==> src/hw/rtl/btlv_pkg.sv <==
// Types and constants shared by the BER-TLV stream parser modules.
package btlv_pkg;

    localparam int TAG_BITS      = 32;
    localparam int LEN_BITS      = 16;
    localparam int DEPTH_BITS    = 4;
    localparam int MAX_LEN_BYTES = 2;
    localparam int OUTQ_DEPTH    = 2;

    localparam logic [7:0] CONS_MASK      = 8'h20;
    localparam logic [7:0] TAG_CONT_MASK  = 8'h1F;
    localparam logic [7:0] LEN_LONG_MASK  = 8'h80;
    localparam logic [7:0] LEN_COUNT_MASK = 8'h7F;

    typedef enum logic [2:0] {
        PH_TAG_FIRST = 3'd0,
        PH_TAG_MORE  = 3'd1,
        PH_LEN_FIRST = 3'd2,
        PH_LEN_MORE  = 3'd3,
        PH_VALUE     = 3'd4
    } phase_t;

    typedef enum logic [1:0] {
        EV_HEADER = 2'd0,
        EV_VALUE  = 2'd1,
        EV_ERROR  = 2'd2
    } ev_kind_t;

    typedef enum logic [2:0] {
        ERR_NONE     = 3'd0,
        ERR_TAG_LONG = 3'd1,
        ERR_LEN_LONG = 3'd2,
        ERR_TOO_DEEP = 3'd3,
        ERR_OVERRUN  = 3'd4
    } err_code_t;

    typedef struct packed {
        ev_kind_t                kind;
        logic [TAG_BITS-1:0]     tag;
        logic [LEN_BITS-1:0]     len;
        logic                    cons;
        logic [DEPTH_BITS-1:0]   depth;
        logic [7:0]              pbyte;
        logic                    plast;
        err_code_t               code;
    } event_t;

    typedef struct packed {
        logic [1:0] count;
        event_t     ev0;
        event_t     ev1;
    } push_t;

endpackage

==> src/hw/rtl/btlv_parse.sv <==
// Input register and per-byte TLV parsing logic with level stack.
module btlv_parse #(
    parameter int MAX_DEPTH     = 8,
    parameter int MAX_TAG_BYTES = 4,
    parameter int POSITION_BITS = 16
) (
    input  logic            clk,
    input  logic            rst_n,
    input  logic            in_valid,
    output logic            in_ready,
    input  logic [7:0]      in_byte,
    input  logic            in_last,
    input  logic [1:0]      q_free,
    output btlv_pkg::push_t push
);
    import btlv_pkg::*;

    localparam int OW = $clog2(MAX_DEPTH + 1);
    localparam int TW = $clog2(MAX_TAG_BYTES + 1);
    localparam int EW = ((POSITION_BITS > LEN_BITS) ? POSITION_BITS : LEN_BITS) + 1;
    localparam logic [POSITION_BITS-1:0] POS_ONE = POSITION_BITS'(1);
    localparam logic [EW-1:0]            POS_MAX = EW'({POSITION_BITS{1'b1}});

    logic                     hold_valid_reg, hold_valid_next;
    logic [7:0]               hold_byte_reg;
    logic                     hold_last_reg;
    phase_t                   phase_reg, phase_next;
    logic [TAG_BITS-1:0]      tag_reg, tag_next;
    logic [TW-1:0]            tag_cnt_reg, tag_cnt_next;
    logic [LEN_BITS-1:0]      len_reg, len_next;
    logic [1:0]               len_left_reg, len_left_next;
    logic                     cons_reg, cons_next;
    logic [LEN_BITS-1:0]      value_left_reg, value_left_next;
    logic [POSITION_BITS-1:0] pos_reg, pos_next;
    logic [OW-1:0]            open_reg, open_next;
    logic                     skip_reg, skip_next;
    logic [POSITION_BITS-1:0] ends_reg [MAX_DEPTH];

    logic                     advance;
    logic                     hdr_done;
    logic                     hdr_ev;
    logic                     val_ev;
    logic                     val_last;
    logic                     push_lvl;
    logic                     trunc;
    err_code_t                err;
    logic [EW-1:0]            end_full;
    logic [POSITION_BITS-1:0] top_end;
    logic [POSITION_BITS-1:0] pos_inc;
    logic [POSITION_BITS-1:0] end_view;
    logic [OW-1:0]            open_push;
    logic [MAX_DEPTH-1:0]     keep_vec;
    logic [LEN_BITS-1:0]      value_dec;
    logic [1:0]               len_left_dec;
    logic [7:0]               len_count;
    logic [1:0]               need;
    event_t                   ev_a;
    event_t                   ev_b;
    logic                     has_a;

    always_comb
    begin
        top_end = '0;
        for (int i = 0; i < MAX_DEPTH; i++)
        begin
            if (OW'(i + 1) == open_reg)
            begin
                top_end = ends_reg[i];
            end
        end
    end

    always_comb
    begin
        phase_next      = phase_reg;
        tag_next        = tag_reg;
        tag_cnt_next    = tag_cnt_reg;
        len_next        = len_reg;
        len_left_next   = len_left_reg;
        cons_next       = cons_reg;
        value_left_next = value_left_reg;
        pos_next        = pos_reg;
        open_next       = open_reg;
        skip_next       = skip_reg;
        hdr_done        = 1'b0;
        hdr_ev          = 1'b0;
        val_ev          = 1'b0;
        val_last        = 1'b0;
        push_lvl        = 1'b0;
        trunc           = 1'b0;
        err             = ERR_NONE;
        end_full        = '0;
        open_push       = open_reg;
        keep_vec        = '0;
        end_view        = '0;
        value_dec       = '0;
        len_left_dec    = '0;
        len_count       = hold_byte_reg & LEN_COUNT_MASK;
        pos_inc         = pos_reg + POS_ONE;

        if (skip_reg)
        begin
            if (hold_last_reg)
            begin
                phase_next = PH_TAG_FIRST;
                pos_next   = '0;
                open_next  = '0;
                skip_next  = 1'b0;
            end
        end
        else
        begin
            unique case (phase_reg)
                PH_TAG_FIRST:
                begin
                    tag_next     = TAG_BITS'(hold_byte_reg);
                    tag_cnt_next = TW'(1);
                    cons_next    = (hold_byte_reg & CONS_MASK) != 8'h00;
                    if ((hold_byte_reg & TAG_CONT_MASK) == TAG_CONT_MASK)
                    begin
                        if (MAX_TAG_BYTES <= 1)
                            err = ERR_TAG_LONG;
                        else
                            phase_next = PH_TAG_MORE;
                    end
                    else
                    begin
                        phase_next = PH_LEN_FIRST;
                    end
                end
                PH_TAG_MORE:
                begin
                    tag_next     = {tag_reg[TAG_BITS-9:0], hold_byte_reg};
                    tag_cnt_next = tag_cnt_reg + TW'(1);
                    if ((hold_byte_reg & LEN_LONG_MASK) != 8'h00)
                    begin
                        if (tag_cnt_next >= TW'(MAX_TAG_BYTES))
                            err = ERR_TAG_LONG;
                    end
                    else
                    begin
                        phase_next = PH_LEN_FIRST;
                    end
                end
                PH_LEN_FIRST:
                begin
                    if ((hold_byte_reg & LEN_LONG_MASK) == 8'h00)
                    begin
                        len_next = LEN_BITS'(hold_byte_reg);
                        hdr_done = 1'b1;
                    end
                    else if (len_count == 8'h00 || len_count > 8'(MAX_LEN_BYTES))
                    begin
                        err = ERR_LEN_LONG;
                    end
                    else
                    begin
                        len_left_next = len_count[1:0];
                        len_next      = '0;
                        phase_next    = PH_LEN_MORE;
                    end
                end
                PH_LEN_MORE:
                begin
                    len_next = {len_reg[LEN_BITS-9:0], hold_byte_reg};
                    if (len_left_reg != 2'd0)
                        len_left_dec = len_left_reg - 2'd1;
                    len_left_next = len_left_dec;
                    if (len_left_dec == 2'd0)
                        hdr_done = 1'b1;
                end
                PH_VALUE:
                begin
                    val_ev   = 1'b1;
                    val_last = value_left_reg <= LEN_BITS'(1);
                    if (value_left_reg != '0)
                        value_dec = value_left_reg - LEN_BITS'(1);
                    value_left_next = value_dec;
                    if (value_dec == '0)
                        phase_next = PH_TAG_FIRST;
                end
                default:
                begin
                    phase_next = PH_TAG_FIRST;
                end
            endcase

            if (hdr_done)
            begin
                end_full = EW'(pos_reg) + EW'(len_next) + EW'(1);
                if (cons_next && open_reg >= OW'(MAX_DEPTH))
                begin
                    err = ERR_TOO_DEEP;
                end
                else if (end_full > POS_MAX ||
                         (open_reg != '0 && end_full > EW'(top_end)))
                begin
                    err = ERR_OVERRUN;
                end
                else
                begin
                    hdr_ev = 1'b1;
                    if (cons_next)
                    begin
                        push_lvl   = 1'b1;
                        phase_next = PH_TAG_FIRST;
                    end
                    else if (len_next != '0)
                    begin
                        value_left_next = len_next;
                        phase_next      = PH_VALUE;
                    end
                    else
                    begin
                        phase_next = PH_TAG_FIRST;
                    end
                end
            end

            if (err != ERR_NONE)
            begin
                phase_next = PH_TAG_FIRST;
                pos_next   = '0;
                open_next  = '0;
                skip_next  = !hold_last_reg;
                push_lvl   = 1'b0;
            end
            else
            begin
                pos_next  = pos_inc;
                open_push = open_reg + OW'(push_lvl);
                for (int i = 0; i < MAX_DEPTH; i++)
                begin
                    end_view = (push_lvl && OW'(i) == open_reg) ?
                               end_full[POSITION_BITS-1:0] : ends_reg[i];
                    keep_vec[i] = (OW'(i) < open_push) && (end_view != pos_inc);
                end
                if (phase_next == PH_TAG_FIRST)
                begin
                    open_next = '0;
                    for (int i = 0; i < MAX_DEPTH; i++)
                    begin
                        if (keep_vec[i])
                            open_next = OW'(i + 1);
                    end
                end
                else
                    open_next = open_push;
                if (hold_last_reg)
                begin
                    trunc      = (phase_next != PH_TAG_FIRST) || (open_next != '0);
                    phase_next = PH_TAG_FIRST;
                    pos_next   = '0;
                    open_next  = '0;
                end
            end
        end
    end

    always_comb
    begin
        ev_a  = '0;
        ev_b  = '0;
        has_a = 1'b1;
        if (err != ERR_NONE)
        begin
            ev_a.kind = EV_ERROR;
            ev_a.code = err;
        end
        else if (hdr_ev)
        begin
            ev_a.kind  = EV_HEADER;
            ev_a.tag   = tag_next;
            ev_a.len   = len_next;
            ev_a.cons  = cons_next;
            ev_a.depth = DEPTH_BITS'(open_reg);
        end
        else if (val_ev)
        begin
            ev_a.kind  = EV_VALUE;
            ev_a.pbyte = hold_byte_reg;
            ev_a.plast = val_last;
        end
        else
        begin
            has_a = 1'b0;
        end

        ev_b.kind = EV_ERROR;
        ev_b.code = ERR_OVERRUN;

        need    = 2'(has_a) + 2'(trunc);
        advance = hold_valid_reg && (need <= q_free);

        push.count = advance ? need : 2'd0;
        push.ev0   = has_a ? ev_a : ev_b;
        push.ev1   = ev_b;
    end

    assign in_ready = !hold_valid_reg || advance;

    always_comb
    begin
        hold_valid_next = hold_valid_reg;
        if (in_valid && in_ready)
            hold_valid_next = 1'b1;
        else if (advance)
            hold_valid_next = 1'b0;
    end

    always_ff @(posedge clk or negedge rst_n)
    begin
        if (!rst_n)
        begin
            hold_valid_reg <= 1'b0;
            phase_reg      <= PH_TAG_FIRST;
            pos_reg        <= '0;
            open_reg       <= '0;
            skip_reg       <= 1'b0;
            tag_cnt_reg    <= '0;
        end
        else
        begin
            hold_valid_reg <= hold_valid_next;
            if (advance)
            begin
                phase_reg   <= phase_next;
                pos_reg     <= pos_next;
                open_reg    <= open_next;
                skip_reg    <= skip_next;
                tag_cnt_reg <= tag_cnt_next;
            end
        end
    end

    always_ff @(posedge clk)
    begin
        if (in_valid && in_ready)
        begin
            hold_byte_reg <= in_byte;
            hold_last_reg <= in_last;
        end
        if (advance)
        begin
            tag_reg        <= tag_next;
            len_reg        <= len_next;
            len_left_reg   <= len_left_next;
            cons_reg       <= cons_next;
            value_left_reg <= value_left_next;
            for (int i = 0; i < MAX_DEPTH; i++)
            begin
                if (push_lvl && OW'(i) == open_reg)
                    ends_reg[i] <= end_full[POSITION_BITS-1:0];
            end
        end
    end

endmodule

==> src/hw/rtl/btlv_outq.sv <==
// Two-entry result queue that registers parser events toward the output beat.
module btlv_outq (
    input  logic             clk,
    input  logic             rst_n,
    input  btlv_pkg::push_t  push,
    output logic [1:0]       free,
    output btlv_pkg::event_t head,
    output logic             head_valid,
    input  logic             head_ready
);
    import btlv_pkg::*;

    event_t     slot0_reg, slot0_next;
    event_t     slot1_reg, slot1_next;
    logic [1:0] cnt_reg, cnt_next;
    logic [1:0] cnt_pop;
    logic       pop;
    event_t     base0;

    assign pop        = (cnt_reg != 2'd0) && head_ready;
    assign head       = slot0_reg;
    assign head_valid = cnt_reg != 2'd0;
    assign free       = 2'(OUTQ_DEPTH) - cnt_reg;

    always_comb
    begin
        cnt_pop    = cnt_reg - 2'(pop);
        base0      = pop ? slot1_reg : slot0_reg;
        slot0_next = slot0_reg;
        slot1_next = slot1_reg;
        case (cnt_pop)
            2'd0:
            begin
                slot0_next = push.ev0;
                slot1_next = push.ev1;
            end
            2'd1:
            begin
                slot0_next = base0;
                slot1_next = push.ev0;
            end
            default:
            begin
                slot0_next = slot0_reg;
                slot1_next = slot1_reg;
            end
        endcase
        cnt_next = cnt_pop + push.count;
    end

    always_ff @(posedge clk or negedge rst_n)
    begin
        if (!rst_n)
            cnt_reg <= 2'd0;
        else
            cnt_reg <= cnt_next;
    end

    always_ff @(posedge clk)
    begin
        slot0_reg <= slot0_next;
        slot1_reg <= slot1_next;
    end

endmodule

==> src/hw/rtl/ber_tlv_stream_parser_top.sv <==
// Top level of the BER-TLV stream parser: input register, parser, result queue.
// A byte is captured in the input register, parsed, and its result beats are registered in the queue.
// Throughput: 1 byte per cycle for bytes with at most one result while the queue has room; a
// two-result byte waits for an empty queue and the next result byte waits for a popped beat.
// Reset: rst_n clears the frame state; the level end stack is written before read.
module ber_tlv_stream_parser_top #(
    parameter int MAX_DEPTH     = 8,
    parameter int MAX_TAG_BYTES = 4,
    parameter int POSITION_BITS = 16
) (
    input  logic        clk,
    input  logic        rst_n,
    input  logic        s_axis_tvalid,
    output logic        s_axis_tready,
    input  logic [7:0]  s_axis_tdata,   // [7:0] data_byte
    input  logic        s_axis_tlast,
    output logic        m_axis_tvalid,
    input  logic        m_axis_tready,
    output logic [63:0] m_axis_tdata,   // tag_value, element_length, is_constructed,
                                        // nest_depth, payload_byte, error_code
    output logic [1:0]  m_axis_tuser,   // [1:0] event_kind
    output logic        m_axis_tlast
);
    import btlv_pkg::*;

    push_t      push;
    logic [1:0] q_free;
    event_t     head;

    btlv_parse #(
        .MAX_DEPTH     (MAX_DEPTH),
        .MAX_TAG_BYTES (MAX_TAG_BYTES),
        .POSITION_BITS (POSITION_BITS)
    ) u_parse (
        .clk      (clk),
        .rst_n    (rst_n),
        .in_valid (s_axis_tvalid),
        .in_ready (s_axis_tready),
        .in_byte  (s_axis_tdata),
        .in_last  (s_axis_tlast),
        .q_free   (q_free),
        .push     (push)
    );

    btlv_outq u_outq (
        .clk        (clk),
        .rst_n      (rst_n),
        .push       (push),
        .free       (q_free),
        .head       (head),
        .head_valid (m_axis_tvalid),
        .head_ready (m_axis_tready)
    );

    assign m_axis_tdata = {head.code, head.pbyte, head.depth, head.cons, head.len, head.tag};
    assign m_axis_tuser = head.kind;
    assign m_axis_tlast = head.plast;

endmodule

==> config.mk <==
export PLATFORM = sky130hd
export DESIGN_NAME = ber_tlv_stream_parser_top
export DESIGN_NICKNAME = d
export VERILOG_FILES = /design/src/hw/rtl/btlv_pkg.sv /design/src/hw/rtl/btlv_parse.sv /design/src/hw/rtl/btlv_outq.sv /design/src/hw/rtl/ber_tlv_stream_parser_top.sv
export SDC_FILE = /design/constraint.sdc
export NUM_CORES = 1
export LEC_CHECK = 0
export ABC_AREA = 1
export BUFFER_PORTS_ARGS = -buffer_cell sky130_fd_sc_hd__buf_2
export CORE_MARGIN = 2
export CORE_UTILIZATION = 60
export DETAILED_ROUTE_END_ITERATION = 8
export PLACE_DENSITY = 0.81
export SLEW_MARGIN = 20
export SYNTH_ARGS = -nofsm -noshare
export SYNTH_HDL_FRONTEND = slang
export SYNTH_SLANG_ARGS = --single-unit
==> constraint.sdc <==
create_clock -name clk -period 11.4 [get_ports clk]
set_input_delay 1.71 -clock clk [delete_from_list [all_inputs] [get_ports clk]]
set_output_delay 1.71 -clock clk [all_outputs]
set_load 0.05 [all_outputs]
# [After elaboration in Yosys (flattened, before gate mapping)]
# Memories as Yosys holds them, arrays and structs flattened.
# Index checks and enable logic that the tools add are counted.
[op_classes] n_mul=0 order_cmp=15 n_bitwise=1 reduce_logical=68 muxes=178 add_sub_neg=11 eq_ne=26 n_div=0 shifts=0
[op_table] operator="two-way mux 16 bit" n=43
[op_table] operator="case mux 67 bit (2 select lines)" n=2
[op_table] operator="two-way mux 67 bit" n=2
[op_table] operator="!= test 16 bit" n=8
[op_table] operator="OR reduction 16 bit" n=7
[op_table] operator="two-way mux 3 bit" n=33
[op_table] operator="two-way mux 1 bit" n=66
[op_table] operator="case mux 32 bit (2 select lines)" n=1
[op_table] operator="two-way mux 62 bit" n=1
[op_table] operator="two-way mux 53 bit" n=1
[op_table] operator="two-way mux 32 bit" n=1
[op_table] operator="two-way mux 4 bit" n=8
[op_table] operator="case mux 16 bit (2 select lines)" n=1
[op_table] operator="nonzero test 16 bit" n=2
[op_table] operator="logical AND 1 bit" n=29
[op_table] operator="two-way mux 2 bit" n=12
[op_table] operator="two-way mux 9 bit" n=2
[op_table] operator="adder 16 x 16 -> 17 bit" n=1
[op_table] operator="adder 17 x 1 -> 17 bit, second input constant" n=1
[op_table] operator="greater-than comparator 17 x 16 -> 1 bit" n=1
[op_table] operator="greater-than comparator 17 x 16 -> 1 bit, second input constant" n=1
[op_table] operator="adder 16 x 1 -> 16 bit, second input constant" n=1
[op_table] operator="== test 3 x 4 -> 1 bit, first input constant" n=4
[op_table] operator="<= comparator 16 x 1 -> 1 bit, second input constant" n=1
[op_table] operator="43 further kinds" n=70
[totals] inputBits=13 latchBits=0 rom_bits=0 mem_bits_rw=128 regBits=240 n_memories=1
[memory_table] name="u_parse.ends_reg" depth=8 width=16 rd=8 rd_clocked_by_memory_dff=0 wr=1 line="btlv_parse.sv:37" rtl="logic [POSITION_BITS-1:0] ends_reg [MAX_DEPTH];"

# [Depth between registers and ports, before layout]
[logic_depth] depth_word=49 mapped_depth=63 depth_no_buf=63

# [By module]
# Synthesis repeated with hierarchy kept, for this count alone.
[unflattened] cells_unflattened=2732 area_unflattened_um2=22376.5
[by_module_without_submodules] mod="btlv_parse" area_per_inst_um2=16235.6 n_inst=1 cells_each=2123
[by_module_without_submodules] mod="btlv_outq" area_per_inst_um2=6140.9 n_inst=1 cells_each=609

# [Worst setup path after synthesis]
# No wires, ideal clock.
[synth_timing] path_kind="register to output" start="reg u_parse.hold_byte_reg[5]" end="out s_axis_tready" setup_slack_ns=2.887 t_required_ns=9.690 arrival_time_ns=6.803 path_stages_with_launch=50 path_cell_list="edfxtp_1 -> nor3_1 -> nand4_1 -> nand3_1 -> nand2_1 -> clkbuf_1 -> a22oi_1 -> inv_1 -> ha_1 -> a21oi_1 -> nand2_1 -> a21oi_1 -> o21bai_1 -> or2_2 -> nand2_1 -> inv_1 -> ha_1 -> nand2_1 -> [... 14 more ...] -> inv_1 -> nor3_1 -> nor2_1 -> nand2_1 -> nand2_1 -> nand2_1 -> nand2_1 -> nand2_1 -> nand2_1 -> nand2_1 -> nand3_1 -> nand2_1 -> inv_1 -> ha_1 -> ha_1 -> inv_1 -> nor2_1 -> o211ai_1"
[synth_via] elab_chain_len=39
[synth_rtl] item="start, declared" line="btlv_parse.sv:25" rtl="logic [7:0] hold_byte_reg;"
[synth_rtl] item="start signal, assigned" line="btlv_parse.sv:340" rtl="hold_byte_reg <= in_byte;"
[synth_rtl] item="branches (longest 35 deep; another with adder 16 x 16 -> 17 bit)"
[synth_rtl] item="adder 1 x 1 -> 2 bit *" line="btlv_parse.sv:292" rtl="need = 2'(has_a) + 2'(trunc);"
[synth_rtl] item="<= comparator 2 bit *" line="btlv_parse.sv:293" rtl="advance = hold_valid_reg && (need <= q_free);"
[synth_rtl] item="logical AND 1 bit *" line="btlv_parse.sv:293"
[synth_rtl] item="logical OR 1 bit *" line="btlv_parse.sv:300" rtl="assign in_ready = !hold_valid_reg || advance;"
[synth_rtl] item="end, declared" line="ber_tlv_stream_parser_top.sv:14" rtl="output logic s_axis_tready,"
# Mark *: on every way between the ends. The select of a mux whose other input is x is not followed.

# [Final worst setup path]
# Ends and elaborated chain as after synthesis.

==> run_results.csv <==
group,metric,value,unit
power_and_ir_drop,clockPowerShare,0.195,
power_and_ir_drop,switching_power,3.08,mW
power_and_ir_drop,power_frac_comb,0.447,
sta,period_needed,10.87,ns
setup_path,crit_path_start_kind,"flip-flop",
setup_path,worst-path-stages,50,
logic_synthesis,ys.flop_type,"edfxtp_1",
logic_synthesis,async_flop_share,0.0815,
power_and_ir_drop,p_sw_frac,0.462,
power_and_ir_drop,finalPower,6.67,mW
sta,setup_tns,0,ns
final_layout,filler_cell_count,2680,
die,die_w,192,µm
cts,clk_latency,0.57,ns
final_layout,area_growth,11.5,%
placed_design,dpl_cell_area,22200,µm²
placed_design,dp_cells,3076,
logic_synthesis,synth_cell_type_count,50,
setup_path,cp_common_cell,"nand2_1",
logic_synthesis,yosys_warnings,0,
sta,worst_slew_pin_slew,1.11,ns
logic_synthesis,ys_seq_area_frac,0.514,
global_route,grt_pass1_vias,18100,
global_route,grt_pass1_wl,104000,µm
routing,wl_per_cell,22.0,µm
power_and_ir_drop,leakagePower,10.3,nW
logic_synthesis,netlist_top_cells_area,"edfxtp_1, nand2_1, inv_1",
sta,slew_violations,0,
setup_path,reg2regPathDepth,55,
power_and_ir_drop,seqPwrFrac,0.357,
logic_synthesis,synth_top_area_share,0.479,
cts,root_buffer,"clkbuf_16",
sta,rsz0062_at_grt,"false",
die,rows,68,
cts,cts.sink_count,368,
run_status,status,"complete, no violations",
sta,setup_viol,0,
routing,dr.pass1.iters,8,
hold_path,min_path_cells,1,
setup_path,cp_top_family,"simple AND/OR/NAND/NOR gates",
global_route,track_usage,0.375,
logic_synthesis,synthCells,2584,
die,die_h,192,µm
logic_synthesis,syn-cell-area,21200,µm²
cts,htreeDepth,2,
setup_path,cp.required,9.69,ns
sta,finalHoldViolations,0,
die,start_util,0.611,
routing,routed_wl,69400,µm
final_layout,fin_area,23600,µm²
flow_run,drv_cap,0,
placed_design,gp_congestion,1.05,
placed_design,port_buffers,81,
setup_path,critPathBufInv,8,
hold_path,hold_class,"reg2reg",
routing,drt_first_iter_violations,2486,
setup_path,worstPathArrival,9.16,ns
sta,finalClockSkew,0.0201,ns
setup_path,cp_max_fo,16,
die,die_area,36900,µm²
placed_design,dp_hpwl,47400,µm
power_and_ir_drop,ir_drop,279,µV
sta,slew_headroom,0.257,
final_layout,largest_reg_flops,128,
routing,ant_nets,0,
setup_path,worstSetupPathType,"reg2out",
setup_path,crit_slowest_cell,"a22oi_1",
final_layout,final_nets,2728,
logic_synthesis,ys_seq_elements,368,
global_route,grt_max_degree,114,
cts,hold_buffers,0,
cts,cts_tree,"yes",
routing,vias,19600,
routing,routed_via_density,6.21,
cts,cts.path.max_buffers,3,
power_and_ir_drop,p_int,3.59,mW
die,io_pins,82,
cts,path_clk_slew,0.07,ns
sta,finalCritPeriodShare,0.953,
logic_synthesis,synth_edf_count,338,
setup_path,critPathCaptureType,"output port",
cts,cts-buffers-inserted,39,
routing,drc,0,
global_route,gr-total-overflow,0,
final_layout,stdcell_count,3149,
final_layout,antenna_cells,0,
setup_path,max_stage_delay,0.67,ns
final_layout,drive_gt1_frac,0.0943,
logic_synthesis,yosysTopAreaCell,"edfxtp_1",
logic_synthesis,synth_nets,2644,
logic_synthesis,synth.avg_cell_area,8.21,µm²
sta,fmax,92.0,MHz
power_and_ir_drop,p_per_area,282,nW/µm²
die,core_area,34700,µm²
global_route,antenna_found_initial,0,
[metrics by stage]
stage | hold slack (ns) | utilization | setup WS, ns
final | 0.512 | 0.681 | 0.531
after global routing | 0.527 | 0.681 | 0.0357
after CTS | 0.508 | 0.678 | 0.396
after detailed placement | 0.500 | 0.641 | 1.01
after global placement | 0.489 | 0.641 | 0.805
after floorplan | 0.464 | - | 2.89
[logic make-up (layout without fill, tap and decap cells)]
| group | count (synthesis) | count (layout) | synth area share |
|---|---|---|---|
| flops | 368 | 368 | 0.514 |
| xor+xnor | 42 | 42 | 0.0181 |
| compound gates | 385 | 385 | 0.109 |
| buf+inv | 356 | 465 | 0.0648 |
| simple gates | 1386 | 1387 | 0.266 |
| fa+ha+maj | 47 | 47 | 0.0281 |
[worst paths after layout]
path | from | end | slack (ns)
max | u_parse.hold_byte_reg[5] | s_axis_tready | 0.53
max in group asynchronous | rst_n | u_parse.phase_reg[0] | 9.70
min reg2reg | u_parse.tag_cnt_reg[0] | u_parse.tag_cnt_reg[0] | 0.51
min | u_parse.tag_cnt_reg[0] | u_parse.tag_cnt_reg[0] | 0.51
min in group asynchronous | rst_n | u_parse.pos_reg[15] | 1.20
max reg2reg | u_parse.hold_byte_reg[5] | u_parse.open_reg[3] | 1.09
[layout make-up]
| class | instances | area [µm²] | area share |
|---|---|---|---|
| well taps | 455 | 569 | 0.0241 |
| clock buffers | 43 | 991 | 0.0419 |
| clock inverters | 24 | 307 | 0.0130 |
| inverters | 267 | 1000 | 0.0424 |
| repair buffers | 131 | 813 | 0.0344 |
| flip-flops and latches | 368 | 10900 | 0.461 |
| multi-input cells | 1861 | 9050 | 0.383 |
[cell usage after synthesis (all sizes together) (5+ instances only)]
| cell | number |
|---|---|
| o2111ai | 11 |
| or2 | 14 |
| inv | 256 |
| nand4 | 21 |
| a221oi | 21 |
| edfxtp | 338 |
| clkinv | 11 |
| xor2 | 37 |
| a21oi | 55 |
| nor3 | 33 |
| o211ai | 44 |
| o22ai | 17 |
| o221ai | 7 |
| xnor2 | 5 |
| nand2 | 933 |
| a21o | 5 |
| o31ai | 13 |
| dfrtp | 30 |
| ha | 46 |
| buf | 26 |
| clkbuf | 63 |
| a22oi | 12 |
| o21ai | 194 |
| nor2 | 230 |
| nand3 | 146 |
[power groups by stage]
stage | logic, mW | clock network (mW) | registers, mW
after floorplan | 1.59 | 0 | 2.79
after global placement | 2.77 | 0 | 2.37
after detailed placement | 2.86 | 0 | 2.39
after CTS | 2.89 | 1.31 | 2.38
after global routing | 3.22 | 1.35 | 2.42
final | 2.98 | 1.30 | 2.38
[layer usage]
layer  GRT usage  routed length [µm]  share of wire
met5           0                   0              0
met4       0.205                4330          0.062
met3      0.0656                7770           0.11
met2       0.609               32000           0.46
met1       0.481               25300           0.36
[timing repair]
item,CTS,global route
endpoints found under the setup margin,0,1
buffers inserted,0,4
gates resized for setup,0,5
endpoints found under the hold margin,0,0
[cell usage in the layout, fill, tap and decap left out, drive strengths merged, types with 11 or more instances in the layout]
cell type	count
buf	131
clkinv	21
or2	14
o31ai	13
nand4	21
o211ai	44
a21oi	55
nand2	933
o21ai	194
a221oi	21
ha	46
inv	261
xor2	37
a22oi	12
edfxtp	338
o22ai	17
o2111ai	11
nand3	146
nor3	33
nor2	231
dfrtp	30
clkbuf	43
No activity file was read; power rests on OpenSTA's default activity.
